## src/sv/sfm_pkg.sv

```systemverilog
// Shared types and constants for the safety fault monitor.
// No dependencies; every other file but sfm_if.sv imports this package.
`default_nettype none

package sfm_pkg;

   // One tick beat on the request side
   typedef struct packed {
      logic       overcurrent;
      logic       overtemp;
      logic       dir_err;
      logic       stall_err;
      logic       batt_err;
      logic       self_test_failed;
      logic       estop;
      logic       vehicle_shutdown;
      logic [1:0] can_state;
      logic       can_rx_seen;
   } sfm_req_type;

   // One result beat on the response side
   typedef struct packed {
      logic [7:0] flt_bits;
      logic [1:0] status_code;
      logic       motor_disable;
      logic       wdi_level;
      logic       wdg_fail_report;
   } sfm_rsp_type;

   // Handshake between the input register and the core
   typedef struct packed {
      logic        valid;
      sfm_req_type data;
   } sfm_stage_type;

   // Configuration register indexes
   localparam int unsigned CSR_INDEX_W       = 1;
   localparam int unsigned CSR_DATA_W        = 16;
   localparam logic [CSR_INDEX_W-1:0] CSR_SILENCE_LIMIT = 1'b0;
   localparam logic [CSR_INDEX_W-1:0] CSR_WARNING_LIMIT = 1'b1;

   // Reset values of the limits
   localparam logic [7:0]  SILENCE_LIMIT_RST = 8'd20;
   localparam logic [15:0] WARNING_LIMIT_RST = 16'd50;

   // CAN controller states
   localparam logic [1:0] CAN_ST_WARNING = 2'd1;
   localparam logic [1:0] CAN_ST_BUSOFF  = 2'd2;

   // Safety status codes
   localparam logic [1:0] STATUS_OK       = 2'd0;
   localparam logic [1:0] STATUS_DEGRADED = 2'd1;
   localparam logic [1:0] STATUS_FAULT    = 2'd2;

   // Fault mask bit positions
   localparam int unsigned FM_OVERCURRENT = 0;
   localparam int unsigned FM_OVERTEMP    = 1;
   localparam int unsigned FM_DIRECTION   = 2;
   localparam int unsigned FM_STALL       = 3;
   localparam int unsigned FM_BATTERY     = 4;
   localparam int unsigned FM_SELFTEST    = 5;
   localparam int unsigned FM_CAN         = 6;
   localparam int unsigned FM_WATCHDOG    = 7;

   localparam logic [7:0] FM_CRITICAL = 8'h47;

endpackage : sfm_pkg

`default_nettype wire

```

## src/sv/sfm_if.sv

```systemverilog
// Valid/ready channel interfaces for the request and response beats.
// No dependencies.
`default_nettype none

interface sfm_req_if;
   logic       valid;
   logic       ready;
   logic       overcurrent;
   logic       overtemp;
   logic       dir_err;
   logic       stall_err;
   logic       batt_err;
   logic       self_test_failed;
   logic       estop;
   logic       vehicle_shutdown;
   logic [1:0] can_state;
   logic       can_rx_seen;

   modport source (
      output valid, overcurrent, overtemp, dir_err, stall_err, batt_err,
             self_test_failed, estop, vehicle_shutdown, can_state,
             can_rx_seen,
      input  ready
   );
   modport sink (
      input  valid, overcurrent, overtemp, dir_err, stall_err, batt_err,
             self_test_failed, estop, vehicle_shutdown, can_state,
             can_rx_seen,
      output ready
   );
endinterface : sfm_req_if

interface sfm_rsp_if;
   logic       valid;
   logic       ready;
   logic [7:0] flt_bits;
   logic [1:0] status_code;
   logic       motor_disable;
   logic       wdi_level;
   logic       wdg_fail_report;

   modport source (
      output valid, flt_bits, status_code, motor_disable, wdi_level, wdg_fail_report,
      input  ready
   );
   modport sink (
      input  valid, flt_bits, status_code, motor_disable, wdi_level, wdg_fail_report,
      output ready
   );
endinterface : sfm_rsp_if

`default_nettype wire

```

## src/sv/sfm_in_reg.sv

```systemverilog
// Input register: captures one tick beat from the request channel.
// Depends on sfm_pkg and sfm_req_if.
`default_nettype none

module sfm_in_reg
   import sfm_pkg::*;
(
   input  wire logic    clock,
   input  wire logic    reset,
   sfm_req_if.sink      req,
   output sfm_stage_type stage,
   input  wire logic    stage_take
);

   logic        valid_ff;
   logic        valid_in;
   sfm_req_type data_ff;
   logic        accept;

   // free slot, or the held beat leaves this cycle
   assign req.ready = !valid_ff || stage_take;
   assign accept    = req.valid && req.ready;

   always_comb begin
      valid_in = valid_ff;
      if (accept) begin
         valid_in = 1'b1;
      end else if (stage_take) begin
         valid_in = 1'b0;
      end
   end

   always_ff @(posedge clock) begin
      if (reset) begin
         valid_ff <= 1'b0;
      end else begin
         valid_ff <= valid_in;
      end
   end

   always_ff @(posedge clock) begin
      if (accept) begin
         data_ff <= '{
            overcurrent:      req.overcurrent,
            overtemp:         req.overtemp,
            dir_err:          req.dir_err,
            stall_err:        req.stall_err,
            batt_err:         req.batt_err,
            self_test_failed: req.self_test_failed,
            estop:            req.estop,
            vehicle_shutdown: req.vehicle_shutdown,
            can_state:        req.can_state,
            can_rx_seen:      req.can_rx_seen
         };
      end
   end

   assign stage.valid = valid_ff;
   assign stage.data  = data_ff;

endmodule : sfm_in_reg

`default_nettype wire

```

## src/sv/sfm_core.sv

```systemverilog
// Monitor core: limits, counters, latches and the registered result beat.
// Depends on sfm_pkg and sfm_rsp_if.
`default_nettype none

module sfm_core
   import sfm_pkg::*;
(
   input  wire logic                   clock,
   input  wire logic                   reset,
   input  wire logic                   csr_wr_en,
   input  wire logic [CSR_INDEX_W-1:0] csr_index,
   input  wire logic [CSR_DATA_W-1:0]  csr_wdata,
   input  wire sfm_stage_type          stage,
   output logic                        stage_take,
   sfm_rsp_if.source                   rsp
);

   logic [7:0]  silence_limit_ff;
   logic [15:0] warning_limit_ff;
   logic [7:0]  silence_count_ff, silence_count_in;
   logic [15:0] warning_count_ff, warning_count_in;
   logic        can_loss_ff, can_loss_in;
   logic        wdi_ff, wdi_in;
   logic        wdg_fail_ff, wdg_fail_in;
   logic        out_valid_ff, out_valid_in;
   sfm_rsp_type out_ff, out_in;

   logic [7:0]  silence_base;
   logic [7:0]  base_mask;
   logic        busoff;
   logic        warning;
   logic        can_down;
   logic        critical;
   logic        feed_ok;
   sfm_req_type d;

   assign d          = stage.data;
   assign stage_take = stage.valid && (!out_valid_ff || rsp.ready);

   always_comb begin
      busoff  = d.can_state == CAN_ST_BUSOFF;
      warning = d.can_state == CAN_ST_WARNING;

      // clear on reception, then saturating increment
      silence_base     = d.can_rx_seen ? 8'd0 : silence_count_ff;
      silence_count_in = (silence_base == 8'hFF) ? silence_base : silence_base + 8'd1;

      if (warning) begin
         warning_count_in = (warning_count_ff == 16'hFFFF) ? warning_count_ff
                                                           : warning_count_ff + 16'd1;
      end else begin
         warning_count_in = '0;
      end

      can_down = busoff || can_loss_ff
              || (silence_count_in >= silence_limit_ff)
              || (warning && (warning_count_in >= warning_limit_ff));
      can_loss_in = can_down;

      base_mask                 = '0;
      base_mask[FM_OVERCURRENT] = d.overcurrent;
      base_mask[FM_OVERTEMP]    = d.overtemp;
      base_mask[FM_DIRECTION]   = d.dir_err;
      base_mask[FM_STALL]       = d.stall_err;
      base_mask[FM_BATTERY]     = d.batt_err;
      base_mask[FM_SELFTEST]    = d.self_test_failed;
      base_mask[FM_CAN]         = can_down;

      critical = (base_mask & FM_CRITICAL) != 8'd0;
      feed_ok  = !critical && !d.vehicle_shutdown && !d.self_test_failed && !busoff;

      wdi_in      = feed_ok ? !wdi_ff : wdi_ff;
      wdg_fail_in = !feed_ok;

      out_in.flt_bits              = base_mask;
      out_in.flt_bits[FM_WATCHDOG] = !feed_ok;
      if (critical || d.estop) begin
         out_in.status_code = STATUS_FAULT;
      end else if (base_mask != 8'd0) begin
         out_in.status_code = STATUS_DEGRADED;
      end else begin
         out_in.status_code = STATUS_OK;
      end
      out_in.motor_disable   = can_down;
      out_in.wdi_level       = wdi_in;
      out_in.wdg_fail_report = !feed_ok && !wdg_fail_ff;

      out_valid_in = out_valid_ff;
      if (stage_take) begin
         out_valid_in = 1'b1;
      end else if (rsp.ready) begin
         out_valid_in = 1'b0;
      end
   end

   always_ff @(posedge clock) begin
      if (reset) begin
         silence_limit_ff <= SILENCE_LIMIT_RST;
         warning_limit_ff <= WARNING_LIMIT_RST;
         silence_count_ff <= '0;
         warning_count_ff <= '0;
         can_loss_ff      <= 1'b0;
         wdi_ff           <= 1'b0;
         wdg_fail_ff      <= 1'b0;
         out_valid_ff     <= 1'b0;
      end else begin
         if (csr_wr_en) begin
            case (csr_index)
               CSR_SILENCE_LIMIT: silence_limit_ff <= csr_wdata[7:0];
               CSR_WARNING_LIMIT: warning_limit_ff <= csr_wdata;
               default: ;
            endcase
         end
         if (stage_take) begin
            silence_count_ff <= silence_count_in;
            warning_count_ff <= warning_count_in;
            can_loss_ff      <= can_loss_in;
            wdi_ff           <= wdi_in;
            wdg_fail_ff      <= wdg_fail_in;
         end
         out_valid_ff <= out_valid_in;
      end
   end

   always_ff @(posedge clock) begin
      if (stage_take) begin
         out_ff <= out_in;
      end
   end

   assign rsp.valid           = out_valid_ff;
   assign rsp.flt_bits        = out_ff.flt_bits;
   assign rsp.status_code     = out_ff.status_code;
   assign rsp.motor_disable   = out_ff.motor_disable;
   assign rsp.wdi_level       = out_ff.wdi_level;
   assign rsp.wdg_fail_report = out_ff.wdg_fail_report;

endmodule : sfm_core

`default_nettype wire

```

## src/sv/safety_fault_monitor_top.sv

```systemverilog
// Top level of the safety fault monitor: input register plus monitor core.
// Depends on sfm_pkg, sfm_if.sv, sfm_in_reg and sfm_core.
//
//   Channel   Dir  Handshake          Beat content
//   req_chan  in   valid/ready        one 10 ms tick: fault flags, e-stop, shutdown,
//                                     self-test, CAN error state, CAN rx flag
//   rsp_chan  out  valid/ready        fault mask, status, motor disable, WDI level,
//                                     watchdog failure pulse
//   csr_*     in   write enable only  index 0 silence limit, 1 warning limit
//
// Each tick passes from acceptance through the input register, then through
// the counter/latch logic into the result register.
// One beat is accepted per cycle while the response side keeps taking them.
// Reset (synchronous, active high) clears counters, latches and the WDI level
// and restores the limits to 20 and 50 ticks.
// A stalled response holds its register; the input register then takes at
// most one more beat, and req_chan.ready stays low while it is full.
`default_nettype none

module safety_fault_monitor_top
   import sfm_pkg::*;
(
   input  wire logic                   clock,
   input  wire logic                   reset,
   sfm_req_if.sink                     req_chan,
   sfm_rsp_if.source                   rsp_chan,
   input  wire logic                   csr_wr_en,
   input  wire logic [CSR_INDEX_W-1:0] csr_index,
   input  wire logic [CSR_DATA_W-1:0]  csr_wdata
);

   sfm_stage_type stage;
   logic          stage_take;

   // capture the tick beat
   sfm_in_reg u_in_reg (
      .clock      (clock),
      .reset      (reset),
      .req        (req_chan),
      .stage      (stage),
      .stage_take (stage_take)
   );

   // update counters and latches, register the result beat
   sfm_core u_core (
      .clock      (clock),
      .reset      (reset),
      .csr_wr_en  (csr_wr_en),
      .csr_index  (csr_index),
      .csr_wdata  (csr_wdata),
      .stage      (stage),
      .stage_take (stage_take),
      .rsp        (rsp_chan)
   );

endmodule : safety_fault_monitor_top

`default_nettype wire

```

## src/flat_wrapper.sv

```systemverilog
// flat-port wrapper written by rule: the top's interface ports become plain ports
module safety_fault_monitor_top_flat import sfm_pkg::*;
  (clock, reset, csr_wr_en, csr_index, csr_wdata, req_chan_valid, req_chan_overcurrent, req_chan_overtemp, req_chan_dir_err, req_chan_stall_err, req_chan_batt_err, req_chan_self_test_failed, req_chan_estop, req_chan_vehicle_shutdown, req_chan_can_state, req_chan_can_rx_seen, req_chan_ready, rsp_chan_valid, rsp_chan_flt_bits, rsp_chan_status_code, rsp_chan_motor_disable, rsp_chan_wdi_level, rsp_chan_wdg_fail_report, rsp_chan_ready);
  sfm_req_if req_chan_i ();
  sfm_rsp_if rsp_chan_i ();
  input  wire logic clock;
  input  wire logic reset;
  input  wire logic csr_wr_en;
  input  wire logic [CSR_INDEX_W-1:0] csr_index;
  input  wire logic [CSR_DATA_W-1:0] csr_wdata;
  input wire logic [$bits(req_chan_i.valid)-1:0] req_chan_valid;
  input wire logic [$bits(req_chan_i.overcurrent)-1:0] req_chan_overcurrent;
  input wire logic [$bits(req_chan_i.overtemp)-1:0] req_chan_overtemp;
  input wire logic [$bits(req_chan_i.dir_err)-1:0] req_chan_dir_err;
  input wire logic [$bits(req_chan_i.stall_err)-1:0] req_chan_stall_err;
  input wire logic [$bits(req_chan_i.batt_err)-1:0] req_chan_batt_err;
  input wire logic [$bits(req_chan_i.self_test_failed)-1:0] req_chan_self_test_failed;
  input wire logic [$bits(req_chan_i.estop)-1:0] req_chan_estop;
  input wire logic [$bits(req_chan_i.vehicle_shutdown)-1:0] req_chan_vehicle_shutdown;
  input wire logic [$bits(req_chan_i.can_state)-1:0] req_chan_can_state;
  input wire logic [$bits(req_chan_i.can_rx_seen)-1:0] req_chan_can_rx_seen;
  output wire logic [$bits(req_chan_i.ready)-1:0] req_chan_ready;
  output wire logic [$bits(rsp_chan_i.valid)-1:0] rsp_chan_valid;
  output wire logic [$bits(rsp_chan_i.flt_bits)-1:0] rsp_chan_flt_bits;
  output wire logic [$bits(rsp_chan_i.status_code)-1:0] rsp_chan_status_code;
  output wire logic [$bits(rsp_chan_i.motor_disable)-1:0] rsp_chan_motor_disable;
  output wire logic [$bits(rsp_chan_i.wdi_level)-1:0] rsp_chan_wdi_level;
  output wire logic [$bits(rsp_chan_i.wdg_fail_report)-1:0] rsp_chan_wdg_fail_report;
  input wire logic [$bits(rsp_chan_i.ready)-1:0] rsp_chan_ready;
  assign req_chan_i.valid = req_chan_valid;
  assign req_chan_i.overcurrent = req_chan_overcurrent;
  assign req_chan_i.overtemp = req_chan_overtemp;
  assign req_chan_i.dir_err = req_chan_dir_err;
  assign req_chan_i.stall_err = req_chan_stall_err;
  assign req_chan_i.batt_err = req_chan_batt_err;
  assign req_chan_i.self_test_failed = req_chan_self_test_failed;
  assign req_chan_i.estop = req_chan_estop;
  assign req_chan_i.vehicle_shutdown = req_chan_vehicle_shutdown;
  assign req_chan_i.can_state = req_chan_can_state;
  assign req_chan_i.can_rx_seen = req_chan_can_rx_seen;
  assign req_chan_ready = req_chan_i.ready;
  assign rsp_chan_valid = rsp_chan_i.valid;
  assign rsp_chan_flt_bits = rsp_chan_i.flt_bits;
  assign rsp_chan_status_code = rsp_chan_i.status_code;
  assign rsp_chan_motor_disable = rsp_chan_i.motor_disable;
  assign rsp_chan_wdi_level = rsp_chan_i.wdi_level;
  assign rsp_chan_wdg_fail_report = rsp_chan_i.wdg_fail_report;
  assign rsp_chan_i.ready = rsp_chan_ready;
  safety_fault_monitor_top u_core (.clock(clock), .reset(reset), .req_chan(req_chan_i), .rsp_chan(rsp_chan_i), .csr_wr_en(csr_wr_en), .csr_index(csr_index), .csr_wdata(csr_wdata));
endmodule
```

## config.mk

```make
export PLATFORM = sky130hd
export DESIGN_NAME = safety_fault_monitor_top_flat
export DESIGN_NICKNAME = d
export VERILOG_FILES = /design/src/sv/sfm_pkg.sv /design/src/sv/sfm_if.sv /design/src/sv/sfm_in_reg.sv /design/src/sv/sfm_core.sv /design/src/sv/safety_fault_monitor_top.sv /design/src/flat_wrapper.sv
export SDC_FILE = /design/constraint.sdc
export NUM_CORES = 1
export LEC_CHECK = 0
export BUFFER_PORTS_ARGS = -buffer_cell sky130_fd_sc_hd__buf_2
export CORE_MARGIN = 4
export CORE_UTILIZATION = 58
export CTS_BUF_LIST = sky130_fd_sc_hd__clkbuf_4 sky130_fd_sc_hd__clkbuf_8 sky130_fd_sc_hd__clkbuf_16
export CTS_CLUSTER_DIAMETER = 30
export DETAILED_ROUTE_END_ITERATION = 8
export GPL_TIMING_DRIVEN = 0
export PLACE_DENSITY = 0.83
export SYNTH_ARGS = -nofsm -noshare
export SYNTH_HDL_FRONTEND = slang
export SYNTH_HIERARCHICAL = 1
export SYNTH_SLANG_ARGS = --single-unit
```

## constraint.sdc

```tcl
create_clock -name clock -period 3.9 [get_ports clock]
set_clock_uncertainty 0.05 [all_clocks]
set_input_delay 0 -clock clock [delete_from_list [all_inputs] [get_ports clock]]
set_output_delay 0 -clock clock [all_outputs]
set_load 0.005 [all_outputs]
```

==> run summary, run 1 <==
The run gives 1.723 mW as the post-route total power. The share of post-route cells with drive strength above 1 came out at 17.31%. Setup violations remaining at the end of the flow were counted as 0. Setup repair after global routing could not meet its margin everywhere. The highest attainable clock frequency was 0.2622 GHz; the share of the yosys chip area belonging to registers was 43.30%. Broken down by cell family, the worst path's largest delay share belongs to simple AND/OR/NAND/NOR gates. The critical path crosses 14 cells after its start point. The total clock buffers created by CTS is 9. The total area inside the core boundary comes to 0.006794 sq mm. For the I/O pin count, the log shows 48. Number of slew-limit violations in the final report: 0. Headroom to the max-slew limit came out at 19.23%. The clock input transition at the sequential cells of the worst setup and hold paths is 0.10 ns, and the remaining global-route overflow is 0. The run gives 3.85 ns as the worst path arrival time. After legalization and detailed placement, the total HPWL measured 7070 microns. Synthesis inferred 76 register bits.

STA puts the critical path data required time at 3.93 ns. After floorplanning, the core was divided into 30 placement rows. TritonCTS built the clock tree. The peak ir drop on the vdd network is 0.4227 mV, and the port buffer count is 47.

The number of endpoints with negative hold slack in the final report was 0; the maximum number of buffers from clock root to sink was 2. The delay contributed by the slowest stage of the critical path is 0.41 ns. The launching point of the worst reg2reg path was u_core/u_in_reg/stage[0]. The remaining antenna violation count after routing was 0.

Standard cell with the maximum stage delay on the critical path: sky130_fd_sc_hd__edfxtp_1. The combined buffer and inverter count along the critical path is 2. The detailed-route wire length per cell is 17.19 microns. Power spread over the standard cell area amounts to 344.3 mW/mm^2. The routed layout has 3,874 vias. The number of standard cells after synthesis came out at 468. Worst min-delay path category: in -> reg. The number of warning messages in the yosys log is 6.

The worst setup path is of the reg -> reg kind. The pre-antenna-repair detailed-routing pass consisted of 6 iterations. The synthesized net count came out at 527.

The most critical setup path has its startpoint at u_core/u_in_reg/stage[0]. Kind of start point of the critical path: a flop. In this run the register-to-register setup slack is 0.09 ns.

The y dimension of the die is 91.51 microns. The width of the die was 91.51 microns; the overall global routing resource usage was 27.19%. The worst path in the final design needs a cycle of 3.814 ns, including I/O delays and setup.

The logs give 23 for the largest net degree at the start of global routing and 475 for the filler cell count. The clock insertion delay at the later pin of the skew report is 0.36 ns. The critical path goes through buf_2 -> nor2b_2 -> ha_4 -> nand3b_1 -> nor4_4 -> xor2_1 -> ha_1 -> nand2b_1 -> a21o_1 -> a211o_1 -> a221oi_4 -> and2_0 -> buf_2 -> a21oi_1. The tools report the library cell used as clock root buffer as sky130_fd_sc_hd__clkbuf_8. For this block, the initial DRC count from the detailed router was 412. The synthesized netlist contains 55 unique library cells.

Of all nets on the critical path, the largest fanout is 10. The final critical path takes up 97.78% of the cycle. Compared with the post-synthesis result, the final layout area differs by 23.72%. Endpoint of the worst-slack reg-to-reg timing path: u_core/u_core/rsp.wdg_fail_report. The total die area was 0.008374 sq mm. The final layout contains routed wiring with a total length of 11,380 microns. Among the stages of the critical path, the cell type that occurs most often is sky130_fd_sc_hd__buf_2. First-pass GRT wire length: 18,040 microns. In the routed layout, each cell is associated on average with a via count of 5.852. The initial utilization of the core area, before any placement, comes to 59.54%. The post-route non-filler standard cell count is 662, and the number of sinks handled by clock tree synthesis is 76.

The worst setup path is captured at a flop. The average instance in the mapped netlist occupies 8.643 sq um. The most common flop cell mapped by yosys is sky130_fd_sc_hd__dfxtp_1.

Across all hold checks on the routed design, the worst slack comes to 0.05668 ns. In this run, placement finished with an instance count of 611. CTS built an H-tree with a depth of 3. The run gives 0 as the initial antenna violation count. Capturing element of the worst setup path: u_core/u_core/rsp.wdg_fail_report.

The analysis attributes to cell leakage a power of 2.012 nW. After synthesis, the share of flip-flops with an asynchronous set or reset is 0%. The number of antenna diodes in the final layout is 0.

For the worst flop-to-flop path, the logic depth is 14. The hold path depth is 4, and the transition time of the tightest slew-check pin is 1.211 ns. Routability-driven placement finished with a final weighted congestion of 0.8414.

For the post-route DRC violation count, the log shows 0. The flow ran to the end, and the final reports show no timing, DRC or antenna violations. The cell area that synthesis handed to floorplanning was 0.004045 sq mm. Max-cap violations in this run came to 0.

In the final design database the tool counted 620 nets. The number of enable-type register cells in the synthesized netlist came out at 23. The number of global-route vias before repair came out at 3,878.
-- area by class of cell --
cell class              count  area [sq um]  area share, %
multi-input cells         338          2127          42.50
flip-flops and latches     76          1754          35.05
repair buffers             82         573.1          11.45
clock buffers               9         123.9          2.475
well taps                  96         120.1          2.400
inverters                  30         112.6          2.250
plain buffers              24         103.9          2.075
clock inverters             7         90.09          1.800
-- routing by layer --
layer | vias up | share of wire [%] | track usage (%)
met3 | 52 | 7.7 | 5.882
li1 | 1822 | - | -
met4 | 0 | 4.5 | 14.95
met2 | 213 | 47 | 44.98
met5 | - | 0 | 0
met1 | 1787 | 40 | 32.69
-- worst min-delay path by stage --
stage / start / slack (ns) / to
after floorplan: reset / 0.01 / u_core/u_in_reg/valid_ff
after global placement: reset / 0.12 / u_core/u_in_reg/valid_ff
after detailed placement: req_chan_estop / 0.13 / u_core/u_in_reg/stage[4]
after CTS: csr_wr_en / 0.03 / u_core/u_core/silence_limit_ff[6]
after global routing: req_chan_valid / 0.06 / u_core/u_in_reg/stage[3]
final: csr_wr_en / 0.06 / u_core/u_core/silence_limit_ff[7]
-- tightest hold or removal path, stage by stage --
cell                       delay [ns]
sky130_fd_sc_hd__buf_2           0.11
sky130_fd_sc_hd__nand2b_1        0.15
sky130_fd_sc_hd__nand2_1         0.11
sky130_fd_sc_hd__a21oi_1         0.05
-- kinds of logic after synthesis --
logic type,Yosys count,share of synthesized area [%]
simple gates,192,23.88
compound gates,106,16.27
flops,76,43.30
buf+inv,54,5.351
fa+ha+maj,26,8.042
xor+xnor,12,2.598
mux,2,0.5567
-- stage by stage --
| step | setup TNS (ns) | instance area, sq um | setup WS, ns | util, % |
|---|---|---|---|---|
| 2_1_floorplan | 0 | 4045 | 0.4448 | - |
| 6_report | 0 | 5005 | 0.08647 | 73.66 |
| 3_3_place_gp | 0 | 4400 | 0.08586 | 64.77 |
| 3_5_place_dp | -0.01503 | 4400 | -0.01503 | 64.77 |
| 4_1_cts | 0 | 4915 | 0.02326 | 72.34 |
| 5_1_grt | -0.04540 | 5005 | -0.04467 | 73.66 |
-- power by group --
part           leakage (nW)  internal (mW)  switching (mW)
registers             0.645          0.848          0.0175
logic                  1.26         0.0856           0.117
clock network         0.110          0.314           0.342
total                  2.01           1.25           0.476
-- sequential cells by signal (all words and copies together) (netlist names), 2 cells and up --
register and count:
u_core/u_core/warning_limit_ff 16, u_core/u_core/silence_limit_ff 8, u_core/u_core/rsp.status_code 2, u_core/u_core/warning_count_ff 16, u_core/u_in_reg/stage 11, u_core/u_core/silence_count_ff 8
u_core/u_core/rsp.flt_bits 8
-- cells in the final DEF (no fill, tap or decap), types with 8 or more instances in the layout --
master	count
sky130_fd_sc_hd__a21oi_1	55
sky130_fd_sc_hd__buf_2	52
sky130_fd_sc_hd__clkbuf_1	16
sky130_fd_sc_hd__clkbuf_8	9
sky130_fd_sc_hd__dfxtp_1	51
sky130_fd_sc_hd__dlygate4sd3_1	30
sky130_fd_sc_hd__edfxtp_1	23
sky130_fd_sc_hd__ha_1	24
sky130_fd_sc_hd__inv_1	30
sky130_fd_sc_hd__nand2_1	76
sky130_fd_sc_hd__nand3_1	12
sky130_fd_sc_hd__nor2_1	37
sky130_fd_sc_hd__nor3_1	8
sky130_fd_sc_hd__o21ai_0	14
-- cell usage after synthesis, drive strengths merged (3+ instances only) --
cell / number / area share, %
a211o: 3 / 0.65
a211oi: 4 / 0.87
a21o: 4 / 0.74
a21oi: 57 / 7.2
a31oi: 6 / 0.93
and2: 4 / 0.68
and3: 6 / 0.93
and4: 4 / 0.87
buf: 8 / 1.1
clkbuf: 16 / 1.5
dfxtp: 53 / 26
edfxtp: 23 / 17
ha: 26 / 8.0
inv: 30 / 2.8
nand2: 77 / 7.1
nand2b: 8 / 1.4
nand3: 12 / 1.5
nand3b: 5 / 0.93
nand4: 7 / 1.5
nor2: 37 / 3.4
nor2b: 9 / 1.4
nor3: 9 / 1.4
nor4: 5 / 1.3
o21a: 5 / 0.93
o21ai: 14 / 1.7
or3: 7 / 1.1
xnor2: 5 / 1.1
xor2: 7 / 1.5
-- timing repair --
item	in CTS	in global routing
setup endpoints to repair	1	9
setup buffers	0	5
gates resized for setup	0	14
pin swaps	1	3
cloned	0	0
hold buffers	30	0
hold endpoints to repair	37	0
(Power assumes the default switching activity.)
==> run 2, diff against run 1 <==
Settings changed: ABC_AREA set to 1.
==> run summary, run 2 <==
The flow ran to the end, and the final reports show no timing, DRC or antenna violations. The post-layout net count is 667. The total die area was 0.008419 sq mm; the clock insertion delay at the later pin of the skew report was 0.36 ns. The detailed-routing iteration count for the pre-antenna-repair pass was 7; the summed instance area of the synthesized netlist was 0.004069 sq mm. Most common flop cell mapped by yosys: sky130_fd_sc_hd__dfxtp_1. STA classifies the critical path endpoint as a flop. The violation count after the first detailed-routing iteration is 323. The synthesized design contains 76 register bits. Of all nets on the critical path, the largest fanout is 9. Power spread over the standard cell area amounts to 379.7 mW/mm^2. Setup slack on the worst reg-to-reg path comes out at 0.43 ns. For this run, design rule violations remaining after detail routing come to 0. The highest attainable clock frequency is 0.2881 GHz, and the number of antenna cells inserted is 0. Initial antenna violation count: 0. The HPWL after detailed placement is 7022 microns. The final worst hold slack was 0.06883 ns; the number of enable-type register cells in the synthesized netlist was 23.

The last weighted congestion value of the routability-driven placer is 1.022. Library cell used as clock root buffer: sky130_fd_sc_hd__clkbuf_8. Most frequent standard cell in the layout excluding fill and tap cells: sky130_fd_sc_hd__inv_1. The post-route non-filler standard cell count came out at 709. Buffers placed on the I/O ports in this run total 47. The tools report the number of slew-limit violations in the final report as 0.

The cell area after layout was 0.005004 sq mm. Synthesis produced 516 cells. Number of sinks handled by clock tree synthesis: 76.

The run gives 2.330 nW as the leakage power figure. The run gives 0 as the number of max-cap violations. Setup repair after global routing left no endpoint under its margin. Counting the fill cells in the layout gives 493. By area the synthesized netlist is led by sky130_fd_sc_hd__dfxtp_1 (26%), sky130_fd_sc_hd__edfxtp_1 (17%), sky130_fd_sc_hd__inv_1 (8.9%), sky130_fd_sc_hd__ha_1 (8.0%), sky130_fd_sc_hd__o21ai_0 (6.5%). Number of global-route vias before repair: 3,827.

The logs give 659 for the total placed cells including tap cells and 9 for the total clock buffers created by CTS. Standard cell with the maximum stage delay on the critical path: sky130_fd_sc_hd__edfxtp_1. The smallest clock period supported by the final layout is computed as 3.471 ns.

The logs give 3,805 for the total via count in the routed design and 3.96 ns for the data required time of the critical path. The number of warning messages in the yosys log came out at 6. In this design, the stage delay of the slowest critical-path cell is 0.38 ns.

The tools report the first-pass GRT wire length as 17,230 microns. Dividing the detail-routed wire length by the instance count gives 14.23 microns. The tools report the I/O pin count as 48. The run gives 43.05% as the share of the yosys chip area belonging to registers.

Dividing the final minimum period by the clock period gives 88.99%. Clock-pin slew was measured on the worst setup and hold paths at 0.08 ns. Counting flops with an async set or reset pin after synthesis yields a share of 0%. Worst path arrival time: 3.53 ns. The remaining global-route overflow was 0; the placement-stage cell area was 0.004424 sq mm. Setup total negative slack on the finished layout was measured at 0 ns. The critical path is of the reg -> reg type. The floorplan step set the die height to 91.76 microns.

TritonCTS built the clock tree. Headroom to the max-slew limit came out at 16.14%. The combined buffer and inverter count along the critical path works out to 3. Averaged over all synthesized cells, the footprint is 7.885 sq um.

The logs give 0 for the remaining antenna violation count after routing and 59.89% for the initial core utilization. Yosys instantiated no cell more often than sky130_fd_sc_hd__inv_1. The maximum number of buffers from clock root to sink is 2, and the width of the die is 91.76 microns. Synthesis produced a netlist with a net count of 575. After detailed routing, the number of vias per cell comes to 5.367.

The number of distinct library cell variants in the gate-level netlist after synthesis is 36, and the largest net degree at the start of global routing is 23. The floorplan has 30 rows. Setup violations remaining at the end of the flow were counted as 0. The largest area contributor in the synthesized netlist was sky130_fd_sc_hd__dfxtp_1. The min-delay analysis places its worst path in the category in -> reg.

The number of endpoints with negative hold slack in the final report came out at 0. The kind of start point of the critical path is a flop. For the final routed wirelength across all metal layers, the log shows 10,090 microns. The transition time of the tightest slew-check pin works out to 1.258 ns. Grouping stages by cell kind, the critical path spends the most delay in simple AND/OR/NAND/NOR gates. Of the cells placed in the final design, the portion with a size suffix greater than 1 is 15.82%.

Across the VDD grid, the largest voltage drop is 0.2730 mV. The synthesized design devotes to its leading area cell type 26.08% of total area. The H-tree was split into 3 levels.

Buffers added to address setup during post-CTS repair amount to 0. The signal on the critical path passes through buf_6 -> nor2_1 -> ha_1 -> inv_1 -> nor3_1 -> nand2_1 -> o21ai_1 -> inv_1 -> ha_1 -> a21oi_1 -> o21ai_0 -> nand2_1 -> nand3_1 -> nor2_1 -> nand3_1 -> or2_2. Sorting the synthesized cells by how often they occur yields sky130_fd_sc_hd__inv_1 (96), sky130_fd_sc_hd__nand2_1 (64), sky130_fd_sc_hd__dfxtp_1 (53), sky130_fd_sc_hd__o21ai_0 (53), sky130_fd_sc_hd__a21oi_1 (51). In the layout the commonest cells are sky130_fd_sc_hd__inv_1 (96), sky130_fd_sc_hd__nand2_1 (64), sky130_fd_sc_hd__dfxtp_1 (53).

Relative to the synthesized area, the layout overhead comes to 22.97%. Across every metal layer, demand over resource in global routing totals 25.44%. The core region is 0.006794 sq mm.
==> run 2: kinds of logic (layout without fill, tap and decap cells) <==
logic type | count (synthesis) | after routing | synth area share [%]
XOR/XNOR | 11 | 11 | 2.368
AND/OR/NAND/NOR | 158 | 158 | 18.42
buffers and inverters | 120 | 217 | 11.53
adder cells (fa/ha/maj) | 26 | 26 | 7.995
flip-flops | 76 | 76 | 43.05
AO/OA/AOI/OAI | 125 | 125 | 16.64
==> run 2: final cells by class <==
class	count	area (sq um)	area share, %
Buffer	17	82.58	1.650
Clock buffer	9	123.9	2.476
Clock inverter	7	115.1	2.301
Inverter	103	386.6	7.727
Multi-Input combinational cell	320	1848	36.93
Sequential cell	76	1752	35.01
Tap cell	96	120.1	2.401
Timing Repair Buffer	81	575.6	11.50
==> run 2: path summary, 6_finish.rpt <==
path / startpoint / to / depth (start not counted)
min reg2reg: u_core/u_in_reg/stage[9] / u_core/u_core/rsp.flt_bits[1] / 0
max reg2reg: u_core/u_in_reg/stage[0] / u_core/u_core/rsp.status_code[1] / 16
min: csr_index / u_core/u_core/silence_limit_ff[0] / 4
max: u_core/u_in_reg/stage[0] / u_core/u_core/rsp.status_code[1] / 16
==> run 2: worst register-to-register path, stage by stage, from the launching register on <==
cell and delay, ns:
sky130_fd_sc_hd__edfxtp_1 0.38, sky130_fd_sc_hd__buf_6 0.15, sky130_fd_sc_hd__nor2_1 0.17, sky130_fd_sc_hd__ha_1 0.22, sky130_fd_sc_hd__inv_1 0.08, sky130_fd_sc_hd__nor3_1 0.31, sky130_fd_sc_hd__nand2_1 0.21, sky130_fd_sc_hd__o21ai_1 0.20
sky130_fd_sc_hd__inv_1 0.06, sky130_fd_sc_hd__ha_1 0.28, sky130_fd_sc_hd__a21oi_1 0.14, sky130_fd_sc_hd__o21ai_0 0.08, sky130_fd_sc_hd__nand2_1 0.06, sky130_fd_sc_hd__nand3_1 0.15, sky130_fd_sc_hd__nor2_1 0.23, sky130_fd_sc_hd__nand3_1 0.14
sky130_fd_sc_hd__or2_2 0.31
==> run 2: per-layer routing <==
layer | share of wire (%) | track usage (%) | wire length, microns
met1 | 41 | 30.52 | 4112
met2 | 50 | 43.76 | 5028
met3 | 5.7 | 3.856 | 571
met4 | 3.7 | 13.61 | 378
met5 | 0 | 0 | 0
==> run 2: timing repair <==
item | 4_1_cts | 5_1_grt
gates resized for setup | 0 | 1
hold buffers | 34 | 0
hold endpoints to repair | 39 | 0
endpoints found under the setup margin | 0 | 1
==> run 2: report_power, final <==
part / internal, mW / total (mW) / switching (mW)
Combinational: 0.112 / 0.276 / 0.164
Sequential: 0.870 / 0.901 / 0.0307
Clock: 0.423 / 0.724 / 0.301
==> run 2: through the flow <==
step / power, mW / worst slack [ns] / util (%)
after floorplan: 1.077 / 0.9278 / -
after global placement: 1.143 / 0.4983 / 65.12
after detailed placement: 1.157 / 0.4506 / 65.12
after CTS: 1.895 / 0.4349 / 73.65
after global routing: 1.981 / 0.07245 / 73.65
final: 1.900 / 0.4294 / 73.65
